File: config.mk
export PLATFORM = sky130hd
export DESIGN_NAME = hid_axis_normalizer
export DESIGN_NICKNAME = d
export VERILOG_FILES = /design/src/hnorm_pkg.sv /design/src/hid_axis_normalizer.sv /design/src/hnorm_prep.sv /design/src/hnorm_div_cell.sv /design/src/hnorm_out.sv
export SDC_FILE = /design/constraint.sdc
export NUM_CORES = 2
export LEC_CHECK = 0
export BUFFER_PORTS_ARGS = -buffer_cell sky130_fd_sc_hd__buf_2
export CAP_MARGIN = 10
export CORE_ASPECT_RATIO = 0.75
export CORE_MARGIN = 2
export CORE_UTILIZATION = 35
export CTS_BUF_LIST = sky130_fd_sc_hd__clkbuf_4 sky130_fd_sc_hd__clkbuf_8
export DETAILED_ROUTE_END_ITERATION = 8
export PLACE_DENSITY = 0.55
export SLEW_MARGIN = 20
export SYNTH_ARGS = -nofsm -noshare
export SYNTH_HDL_FRONTEND = slang
export SYNTH_HIERARCHICAL = 1
export SYNTH_SLANG_ARGS = --single-unit
File: constraint.sdc
create_clock -name clock -period 6.99 [get_ports clock]
set_input_delay 0.3495 -clock clock [delete_from_list [all_inputs] [get_ports clock]]
set_output_delay 0.3495 -clock clock [all_outputs]
set_load 0.02 [all_outputs]
File: src/hnorm_pkg.sv
package hnorm_pkg;

   // Fixed-point scale: ONE = 2**FRAC_BITS stands for 1.0
   localparam int FRAC_BITS_DEF = 14;
   localparam int FRAC_BITS_MAX = 30;

   // Width of the raw field and the configured range
   localparam int RAW_W  = 32;
   // Width of the output axis value
   localparam int AXIS_W = 16;
   // Width that holds any intermediate result before saturation
   localparam int SAT_W  = FRAC_BITS_MAX + 4;

   localparam logic signed [SAT_W-1:0] AXIS_MAX = SAT_W'(32767);
   localparam logic signed [SAT_W-1:0] AXIS_MIN = -SAT_W'(32768);

   // Register indexes of the configuration port
   localparam int CSR_IDX_W = 2;
   localparam logic [CSR_IDX_W-1:0] CSR_RANGE_MIN  = 2'd0;
   localparam logic [CSR_IDX_W-1:0] CSR_RANGE_MAX  = 2'd1;
   localparam logic [CSR_IDX_W-1:0] CSR_FIELD_BITS = 2'd2;
   localparam logic [CSR_IDX_W-1:0] CSR_AXIS_MODE  = 2'd3;

   // Axis modes
   localparam logic [1:0] MODE_SIGNED  = 2'd0;
   localparam logic [1:0] MODE_NEGATED = 2'd1;
   localparam logic [1:0] MODE_TRIGGER = 2'd2;

   // Reset values of the configuration registers
   localparam logic [RAW_W-1:0] RANGE_MIN_RST  = 32'd0;
   localparam logic [RAW_W-1:0] RANGE_MAX_RST  = 32'd255;
   localparam logic [5:0]       FIELD_BITS_RST = 6'd8;
   localparam logic [1:0]       AXIS_MODE_RST  = MODE_SIGNED;

   // Where the sample sits relative to the declared range
   typedef enum logic [1:0] {
      RC_INSIDE,
      RC_BELOW,
      RC_ABOVE,
      RC_DEGEN
   } range_class_type;

endpackage

File: src/hid_axis_normalizer.sv
// Channel    Direction  Handshake            Payload
// req        in         req_valid/req_stall  req_raw_value[31:0]
// rsp        out        rsp_valid/rsp_stall  rsp_axis_value[15:0], rsp_degenerate_range
// csr        in         csr_write_en         csr_index[1:0], csr_wdata[31:0]
//
// One transaction per cycle sustained unless rsp stalls; the stages are one classify
// stage, FRAC_BITS + 1 divider cells (one quotient bit each), one output stage.
// Synchronous reset restores the register defaults and empties every stage.
// A stall on rsp freezes only stages that are full; empty stages keep filling.
module hid_axis_normalizer import hnorm_pkg::*; #(
   parameter int FRAC_BITS = FRAC_BITS_DEF
) (
   input  logic                     clock,
   input  logic                     reset,
   input  logic                     req_valid,
   output logic                     req_stall,
   input  logic [RAW_W-1:0]         req_raw_value,
   output logic                     rsp_valid,
   input  logic                     rsp_stall,
   output logic signed [AXIS_W-1:0] rsp_axis_value,
   output logic                     rsp_degenerate_range,
   input  logic                     csr_write_en,
   input  logic [CSR_IDX_W-1:0]     csr_index,
   input  logic [RAW_W-1:0]         csr_wdata
);

   localparam int QW = FRAC_BITS + 1;

   logic [RAW_W-1:0]  range_min_ff;
   logic [RAW_W-1:0]  range_max_ff;
   logic [5:0]        field_bits_ff;
   logic [1:0]        axis_mode_ff;
   logic [RAW_W-1:0]  span;

   logic              valid_w [QW+1];
   logic              hold_w  [QW+1];
   logic [RAW_W-1:0]  rem_w   [QW+1];
   logic [QW-1:0]     quo_w   [QW+1];
   range_class_type   cls_w   [QW+1];

   // Write configuration registers
   always_ff @(posedge clock) begin
      if (reset) begin
         range_min_ff  <= RANGE_MIN_RST;
         range_max_ff  <= RANGE_MAX_RST;
         field_bits_ff <= FIELD_BITS_RST;
         axis_mode_ff  <= AXIS_MODE_RST;
      end else if (csr_write_en) begin
         case (csr_index)
            CSR_RANGE_MIN:  range_min_ff  <= csr_wdata;
            CSR_RANGE_MAX:  range_max_ff  <= csr_wdata;
            CSR_FIELD_BITS: field_bits_ff <= csr_wdata[5:0];
            CSR_AXIS_MODE:  axis_mode_ff  <= csr_wdata[1:0];
            default:        ;
         endcase
      end
   end

   // Span is exact in 32 bits whenever the range is not degenerate
   assign span = range_max_ff - range_min_ff;

   hnorm_prep u_prep (
      .clock      (clock),
      .reset      (reset),
      .in_valid   (req_valid),
      .in_hold    (req_stall),
      .raw_value  (req_raw_value),
      .range_min  (range_min_ff),
      .range_max  (range_max_ff),
      .field_bits (field_bits_ff),
      .out_valid  (valid_w[0]),
      .out_hold   (hold_w[0]),
      .out_rem    (rem_w[0]),
      .out_cls    (cls_w[0])
   );

   assign quo_w[0] = '0;

   // Row of divider cells, one quotient bit per cell
   for (genvar i = 0; i < QW; i++) begin : g_cell
      hnorm_div_cell #(
         .QW (QW)
      ) u_cell (
         .clock     (clock),
         .reset     (reset),
         .in_valid  (valid_w[i]),
         .in_hold   (hold_w[i]),
         .in_rem    (rem_w[i]),
         .in_quo    (quo_w[i]),
         .in_cls    (cls_w[i]),
         .span      (span),
         .out_valid (valid_w[i+1]),
         .out_hold  (hold_w[i+1]),
         .out_rem   (rem_w[i+1]),
         .out_quo   (quo_w[i+1]),
         .out_cls   (cls_w[i+1])
      );
   end

   hnorm_out #(
      .FRAC_BITS (FRAC_BITS)
   ) u_out (
      .clock                (clock),
      .reset                (reset),
      .in_valid             (valid_w[QW]),
      .in_hold              (hold_w[QW]),
      .in_quo               (quo_w[QW]),
      .in_cls               (cls_w[QW]),
      .axis_mode            (axis_mode_ff),
      .rsp_valid            (rsp_valid),
      .rsp_stall            (rsp_stall),
      .rsp_axis_value       (rsp_axis_value),
      .rsp_degenerate_range (rsp_degenerate_range)
   );

   // A draining output frees the whole row
   a_drain_frees_input: assert property (@(posedge clock) disable iff (reset)
      (rsp_valid && !rsp_stall) |-> !req_stall)
      else $error("input stalled while output drains");

   // Stalling the input requires a full classify stage
   a_stall_needs_full: assert property (@(posedge clock) disable iff (reset)
      req_stall |-> valid_w[0])
      else $error("input stalled with empty front stage");

   // Degenerate range on a signed axis reports zero
   a_degen_zero: assert property (@(posedge clock) disable iff (reset)
      (rsp_valid && rsp_degenerate_range && axis_mode_ff == MODE_SIGNED)
         |-> (rsp_axis_value == '0))
      else $error("degenerate range gave nonzero axis value");

   // Trigger mode never reports a negative value
   a_trigger_nonneg: assert property (@(posedge clock) disable iff (reset)
      (rsp_valid && axis_mode_ff == MODE_TRIGGER) |-> !rsp_axis_value[AXIS_W-1])
      else $error("trigger mode gave negative value");

endmodule

File: src/hnorm_prep.sv
module hnorm_prep import hnorm_pkg::*; (
   input  logic                    clock,
   input  logic                    reset,
   input  logic                    in_valid,
   output logic                    in_hold,
   input  logic [RAW_W-1:0]        raw_value,
   input  logic [RAW_W-1:0]        range_min,
   input  logic [RAW_W-1:0]        range_max,
   input  logic [5:0]              field_bits,
   output logic                    out_valid,
   input  logic                    out_hold,
   output logic [RAW_W-1:0]        out_rem,
   output range_class_type         out_cls
);

   logic                 valid_ff;
   logic [RAW_W-1:0]     rem_ff;
   logic [RAW_W-1:0]     rem_in;
   range_class_type      cls_ff;
   range_class_type      cls_in;
   logic                 do_ext;
   logic                 field_msb;
   logic [RAW_W-1:0]     ext_mask;
   logic [RAW_W-1:0]     value;
   logic                 load;

   // Sign-extend the raw field from its declared width when the range minimum is negative
   always_comb begin
      do_ext    = range_min[RAW_W-1] && (field_bits != 6'd0) && (field_bits < 6'd32);
      field_msb = raw_value[field_bits[4:0] - 5'd1];
      ext_mask  = {RAW_W{1'b1}} << field_bits;
      value     = (do_ext && field_msb) ? (raw_value | ext_mask) : raw_value;
   end

   // Classify against the range and form the offset from the minimum
   always_comb begin
      rem_in = value - range_min;
      if ($signed(range_max) <= $signed(range_min)) begin
         cls_in = RC_DEGEN;
      end else if ($signed(value) <= $signed(range_min)) begin
         cls_in = RC_BELOW;
      end else if ($signed(value) >= $signed(range_max)) begin
         cls_in = RC_ABOVE;
      end else begin
         cls_in = RC_INSIDE;
      end
   end

   // Hold only when full and blocked downstream
   assign in_hold = valid_ff & out_hold;
   assign load    = !in_hold;

   always_ff @(posedge clock) begin
      if (reset) begin
         valid_ff <= 1'b0;
      end else if (load) begin
         valid_ff <= in_valid;
      end
   end

   always_ff @(posedge clock) begin
      if (load && in_valid) begin
         rem_ff <= rem_in;
         cls_ff <= cls_in;
      end
   end

   assign out_valid = valid_ff;
   assign out_rem   = rem_ff;
   assign out_cls   = cls_ff;

endmodule

File: src/hnorm_div_cell.sv
module hnorm_div_cell import hnorm_pkg::*; #(
   parameter int QW = FRAC_BITS_DEF + 1
) (
   input  logic                    clock,
   input  logic                    reset,
   input  logic                    in_valid,
   output logic                    in_hold,
   input  logic [RAW_W-1:0]        in_rem,
   input  logic [QW-1:0]           in_quo,
   input  range_class_type         in_cls,
   input  logic [RAW_W-1:0]        span,
   output logic                    out_valid,
   input  logic                    out_hold,
   output logic [RAW_W-1:0]        out_rem,
   output logic [QW-1:0]           out_quo,
   output range_class_type         out_cls
);

   logic                 valid_ff;
   logic [RAW_W-1:0]     rem_ff;
   logic [RAW_W-1:0]     rem_in;
   logic [QW-1:0]        quo_ff;
   logic [QW-1:0]        quo_in;
   range_class_type      cls_ff;
   logic [RAW_W:0]       shifted;
   logic [RAW_W:0]       diff;
   logic                 take;
   logic                 load;

   // One restoring division step: shift, compare, subtract
   always_comb begin
      shifted = {in_rem, 1'b0};
      diff    = shifted - {1'b0, span};
      take    = (shifted >= {1'b0, span});
      rem_in  = take ? diff[RAW_W-1:0] : shifted[RAW_W-1:0];
      quo_in  = {in_quo[QW-2:0], take};
   end

   assign in_hold = valid_ff & out_hold;
   assign load    = !in_hold;

   always_ff @(posedge clock) begin
      if (reset) begin
         valid_ff <= 1'b0;
      end else if (load) begin
         valid_ff <= in_valid;
      end
   end

   always_ff @(posedge clock) begin
      if (load && in_valid) begin
         rem_ff <= rem_in;
         quo_ff <= quo_in;
         cls_ff <= in_cls;
      end
   end

   assign out_valid = valid_ff;
   assign out_rem   = rem_ff;
   assign out_quo   = quo_ff;
   assign out_cls   = cls_ff;

endmodule

File: src/hnorm_out.sv
module hnorm_out import hnorm_pkg::*; #(
   parameter int FRAC_BITS = FRAC_BITS_DEF
) (
   input  logic                     clock,
   input  logic                     reset,
   input  logic                     in_valid,
   output logic                     in_hold,
   input  logic [FRAC_BITS:0]       in_quo,
   input  range_class_type          in_cls,
   input  logic [1:0]               axis_mode,
   output logic                     rsp_valid,
   input  logic                     rsp_stall,
   output logic signed [AXIS_W-1:0] rsp_axis_value,
   output logic                     rsp_degenerate_range
);

   localparam int RW = FRAC_BITS + 3;
   localparam logic signed [RW-1:0] ONE_R = RW'(1) << FRAC_BITS;

   logic                     valid_ff;
   logic signed [AXIS_W-1:0] axis_ff;
   logic signed [AXIS_W-1:0] axis_in;
   logic                     degen_ff;
   logic signed [RW-1:0]     r;
   logic signed [RW-1:0]     res;
   logic signed [SAT_W-1:0]  res_wide;
   logic                     load;

   // Map the quotient onto [-ONE, ONE]
   always_comb begin
      case (in_cls)
         RC_DEGEN:  r = '0;
         RC_BELOW:  r = -ONE_R;
         RC_ABOVE:  r = ONE_R;
         RC_INSIDE: r = $signed({2'b00, in_quo}) - ONE_R;
         default:   r = '0;
      endcase
   end

   // Apply the axis mode
   always_comb begin
      case (axis_mode)
         MODE_NEGATED: res = -r;
         MODE_TRIGGER: res = (r + ONE_R) >>> 1;
         default:      res = r;
      endcase
   end

   // Saturate to the 16-bit output
   always_comb begin
      res_wide = {{(SAT_W-RW){res[RW-1]}}, res};
      if (res_wide > AXIS_MAX) begin
         axis_in = AXIS_MAX[AXIS_W-1:0];
      end else if (res_wide < AXIS_MIN) begin
         axis_in = AXIS_MIN[AXIS_W-1:0];
      end else begin
         axis_in = res_wide[AXIS_W-1:0];
      end
   end

   assign in_hold = valid_ff & rsp_stall;
   assign load    = !in_hold;

   always_ff @(posedge clock) begin
      if (reset) begin
         valid_ff <= 1'b0;
      end else if (load) begin
         valid_ff <= in_valid;
      end
   end

   always_ff @(posedge clock) begin
      if (load && in_valid) begin
         axis_ff  <= axis_in;
         degen_ff <= (in_cls == RC_DEGEN);
      end
   end

   assign rsp_valid            = valid_ff;
   assign rsp_axis_value       = axis_ff;
   assign rsp_degenerate_range = degen_ff;

endmodule
# Word level (Yosys, flattened, before mapping)
# Cells that the tools add are included.
# classes
eq_ne	8
n_bitwise	18
muxes	22
order_cmp	22
n_addsub	20
n_div	0
mul	0
n_reduce_logical	45
shift	1
# op_table
op	n
32-bit subtractor	16
33-bit by 32-bit greater-or-equal comparator with 1-bit output	15
32-bit 2-to-1 mux	15
17-bit one-hot mux with 4 select lines	1
32-bit <= comparator	2
17-bit one-hot mux with 2 select lines	1
32-bit greater-or-equal comparator	1
32-bit OR	1
32-bit by 6-bit left shift with 32-bit output (first input constant)	1
1-bit logical AND	20
17-bit by 16-bit adder with 17-bit output (second input constant)	1
1-bit bitwise AND	17
17-bit by 16-bit > comparator with 1-bit output (second input constant)	1
1-bit logical NOT	17
17-bit by 16-bit < comparator with 1-bit output (second input constant)	1
17-bit negator	1
16-bit 2-to-1 mux	1
15-bit by 15-bit subtractor with 16-bit output (second input constant)	1
2-bit equality test (second input constant)	5
2-bit AND reduction	4
2-bit by 1-bit equality test with 1-bit output (second input constant)	3
5-bit by 6-bit < comparator with 1-bit output (second input constant)	1
6-bit < comparator (second input constant)	1
6-bit nonzero test	1
other kinds (6)	8
# word_totals
mem_bits_ro	0
wordCells	220
register_bits	738
memories	0
latchBits	0
output_inout_bits	19
in_bits	71
mem_bits_rw	0

# Longest topological paths before layout
# logic_depth
ltp_word	19
mapped_depth	24
ltp_nobuf	21

# By module
# Netlist, hierarchy kept.
# by_module_without_submodules
module	cells_per_inst	n_inst	area_each_um2	seq_area_each_um2
hnorm_div_cell (g_cell[0].u_cell ...)	374	14	3928.8	1491.4
hnorm_prep	650	1	5405.2	1041.0
hid_axis_normalizer	582	1	4341.7	1441.4
hnorm_div_cell (g_cell[14].u_cell)	398	1	3903.7	1491.4
hnorm_out	198	1	1649.1	530.5

# Worst setup path after synthesis
# OpenSTA, ideal clock, no wires.
# synth_path
path_type	reg2reg
startpoint	reg u_out.valid_ff (netlist: u_out/rsp_valid)
endpoint	reg g_cell[0].u_cell.cls_ff[0], enable pin
path_slack_ps	1289
setup_ps	462
arrival_time_ps	5239
path_stages_with_launch	18
period_less_slack_ps	5701
path_buffers	0
t_required_ps	6528
cell_sequence	dfxtp_1 -> and2_1 -> and2_1 -> and2_1 -> and2_1 -> and2_1 -> and2_1 -> and2_1 -> and2_1 -> and2_1 -> and2_1 -> and2_1 -> and2_1 -> and2_1 -> and2_1 -> and2_1 -> and2_1 -> nor2b_1
# synth_rtl
item	line	rtl
start, declared	hnorm_out.sv:20	logic valid_ff;
start signal, assigned	hnorm_out.sv:68	valid_ff <= in_valid;
end signal, assigned	hnorm_div_cell.sv:54	cls_ff <= in_cls;
end, declared	hnorm_div_cell.sv:24	range_class_type cls_ff;

# Final worst setup path
# layout_path
startpoint	reg range_max_ff[0]
endpoint	reg g_cell[2].u_cell.rem_ff[7] (data pin)
# layout_between
elab_chain_cells	3
elab_cells_between_ends	4
classes_between	2 x add/sub; 1 x order compare; 1 x mux
# layout_rtl
item	line	rtl
start, declared	hid_axis_normalizer.sv:30	logic [RAW_W-1:0] range_max_ff;
start signal, assigned	hid_axis_normalizer.sv:51	CSR_RANGE_MAX: range_max_ff <= csr_wdata;
32-bit subtractor	hid_axis_normalizer.sv:60	assign span = range_max_ff - range_min_ff;
net span[30]	hid_axis_normalizer.sv:33	logic [RAW_W-1:0] span;
33-bit by 32-bit greater-or-equal comparator with 1-bit output	hnorm_div_cell.sv:34	take = (shifted >= {1'b0, span});
32-bit 2-to-1 mux	hnorm_div_cell.sv:35	rem_in = take ? diff[RAW_W-1:0] : shifted[RAW_W-1:0];
net g_cell[2].u_cell.rem_in[7]	hnorm_div_cell.sv:21	logic [RAW_W-1:0] rem_in;
end signal, assigned	hnorm_div_cell.sv:52	rem_ff <= rem_in;
end, declared	hnorm_div_cell.sv:20	logic [RAW_W-1:0] rem_ff;
# The timed path passes the listed nets, and every way through them passes these cells.
# A chain may end at the register's enable or synchronous reset.

==> flow_metrics.tcl <==
set metrics [dict create \
    status "finished, final reports clean" \
    routed_wl_um 201900 \
    ff_latch_area_um2 21270 \
    grt_overflow 0 \
    fp-row-count 136 \
    cellPowerDensity_nw_per_um2 333.5 \
    vdd_drop_max_v 0.0001555 \
    startpoint_type "flip-flop" \
    tns_ns 0 \
    num_vias 52152 \
    fin_ws_ns 0.8222 \
    grt_max_degree 90 \
    post_drt_wl_per_cell_um 21.60 \
    die_h_um 376.6 \
    start_util 0.3528 \
    hold_path.class "input port to flip-flop" \
    ios 90 \
    globalplace.congestion 0.9291 \
    syn2layout_area_growth_pct 9.385 \
    cts.htree.levels 4 \
    power_leakage_nw 30.07 \
    max_freq_ghz 0.1621 \
    port_buffers 89 \
    drtAntennaViolNets 0 \
    critPathRequiredTime_ns 7.59 \
    post_cts_buffers 0 \
    slew_headroom 0.2154 \
    final_nets 7516 \
    grt_first_pass_wirelength_um 303800 \
    clock_latency_ns 0.88 \
    fin_total_pwr_mw 23.63 \
    drive_gt1_frac 0.1479 \
    cts_root_buf "clkbuf_8" \
    slew_violations 0 \
    clock_sinks 738 \
    multi_input_area_um2 39490 \
    rsz0062_at_grt "false" \
    coreArea_um2 183600 \
    cts.clk_slew.worst_paths_ns 0.06 \
    drt-initial-drc-count 5023 \
    globalRouteTotalUtil 0.2083 \
    synth_area_um2 64780 \
    vias_per_cell 5.582 \
    ctsResizeCount 0 \
    synth_area_per_cell_um2 9.636 \
    drc_errors 0 \
    dp_hpwl_um 154100 \
    tightest_slew_ns 1.167 \
    n_fill_cell 18122 \
    die_area_um2 188600 \
    end_kind "flip-flop" \
    firstDrtPassIters 6 \
    arrival_ns 6.77 \
    cp_max_fo 28 \
    fin_crit_sh 0.8824 \
    die_w_um 500.8 \
    clockBufferDepth 3 \
    syn_inst 6723 \
    grt_pass1_vias 48647 \
    timing.max_cap.violations 0 \
    antenna_found_initial 8 \
    cts_buffers 133 \
    p_int_mw 13.89 \
    hold_viol 0 \
    p_sw_mw 9.737 \
    p_clk_frac 0.195 \
    setup.worst_path.class "flip-flop to flip-flop" \
    cts_tree "done" \
    setup_viol 0 \
    p_sw_frac 0.4120 \
    min_period_ns 6.168 \
    pre_cts_slack_ns 0.8650 \
    ys_warn_count 6 \
    combPwrFrac 0.570 \
    seqPwrFrac 0.235 \
    syn_nets 7426 \
    skew_ns 0.03486 \
]
[critical path, cell delays in order (launching register included)]
cell and delay (ns):
dfxtp_1 0.38, inv_1 0.06, ha_1 0.19, fa_1 0.43
and2b_1 0.26, o2111ai_2 0.15, a2111oi_4 0.45, nor4_4 0.16
o31ai_2 0.43, a41oi_1 0.24, xnor2_2 0.30, buf_4 0.41
inv_1 0.09, ha_1 0.44, nand3_1 0.18, or4_1 0.55
o22a_1 0.23, and3_4 0.27, inv_8 0.23, mux2_2 0.38
[stage by stage]
stage | utilization | hold WS [ns] | std cells | cell area (um2)
final | 0.3859 | 0.08999 | 9343 | 70860
after global routing | 0.3859 | 0.03457 | 9340 | 70850
after CTS | 0.3854 | 0.009682 | 9328 | 70750
after detailed placement | 0.3677 | 0.4045 | 9050 | 67510
after global placement | 0.3677 | 0.4010 | 9050 | 67510
after floorplan | - | 0.4003 | 6723 | 64780
[final timing paths]
check | startpoint | endpoint | slack, ns | depth (start not counted)
hold / removal | req_raw_value[1] | u_prep/out_rem[1]$_DFFE_PP_ | 0.09 | 3
hold reg to reg | g_cell[5].u_cell/out_cls[1]$_DFFE_PP_ | g_cell[6].u_cell/out_cls[1]$_DFFE_PP_ | 0.40 | 0
setup reg to reg | range_max_ff[0]$_SDFFE_PP1P_ | g_cell[2].u_cell/out_rem[7]$_DFFE_PP_ | 0.82 | 19
setup / recovery | range_max_ff[0]$_SDFFE_PP1P_ | g_cell[2].u_cell/out_rem[7]$_DFFE_PP_ | 0.82 | 19
[state kept, by name (all words and copies together), names as in the netlist, 2 cells and up]
register,count
g_cell.u_cell/out_valid,15
g_cell.u_cell/out_quo,120
range_min_ff,32
u_prep/out_cls,2
field_bits_ff,6
range_max_ff,32
g_cell.u_cell/out_rem,448
axis_mode_ff,2
g_cell.u_cell/out_cls,30
u_out/rsp_axis_value,16
u_prep/out_rem,32
[per-layer routing]
| layer | vias to the layer above | routed length (um) | GRT usage | part of all wire |
|---|---|---|---|---|
| li1 | 25048 | - | - | - |
| met1 | 25159 | 102600 | 0.3238 | 0.51 |
| met2 | 1713 | 79980 | 0.2894 | 0.40 |
| met3 | 230 | 15950 | 0.04534 | 0.079 |
| met4 | 2 | 3318 | 0.04173 | 0.016 |
| met5 | - | 15 | 0 | 0.000074 |
[power by group through the flow]
stage	Combinational [mW]	Clock [mW]	Sequential, mW
after floorplan	10.3	0	5.59
final	13.5	4.61	5.56
after global placement	13.1	0	5.66
after global routing	14.6	4.93	5.57
after CTS	13.2	4.75	5.56
after detailed placement	13.2	0	5.65
[cell type report]
class	count	share of cell area
timing repair buffer	214	0.02179
tap	2415	0.04264
antenna	11	0.0003885
clock inverter	70	0.01024
sequential	738	0.3002
inverter	679	0.03749
multi-input combinational	5047	0.5573
clock buffer	169	0.03000
[cell usage in the layout (no fill, tap or decap), types with 41 or more instances in the layout]
cell type    n
nor2_1     339
buf_2       89
nand2b_1    57
nand2_1    439
dfxtp_1     89
clkbuf_8   137
a21o_1     266
o211ai_1    64
ha_1       616
edfxtp_1   649
o21a_1     112
nand4_1    207
and2_1      79
or3_1       43
nor3_1      84
o21ai_0    312
a211oi_1    49
mux2_2     115
o31ai_1     94
mux2_4     266
a31oi_1     77
inv_1      662
buf_4       81
a21boi_0    59
xor2_1     159
a21oi_1    487
xnor2_1    215
mux2i_1     41
nand3_1    118
and3_1      53
nor2b_1     71
[timing repair]
| action | in CTS | in global routing |
|---|---|---|
| setup endpoints to repair | 0 | 0 |
| endpoints found under the hold margin | 75 | 0 |
| hold buffers | 39 | 0 |
No activity file was read; power rests on OpenSTA's default activity.
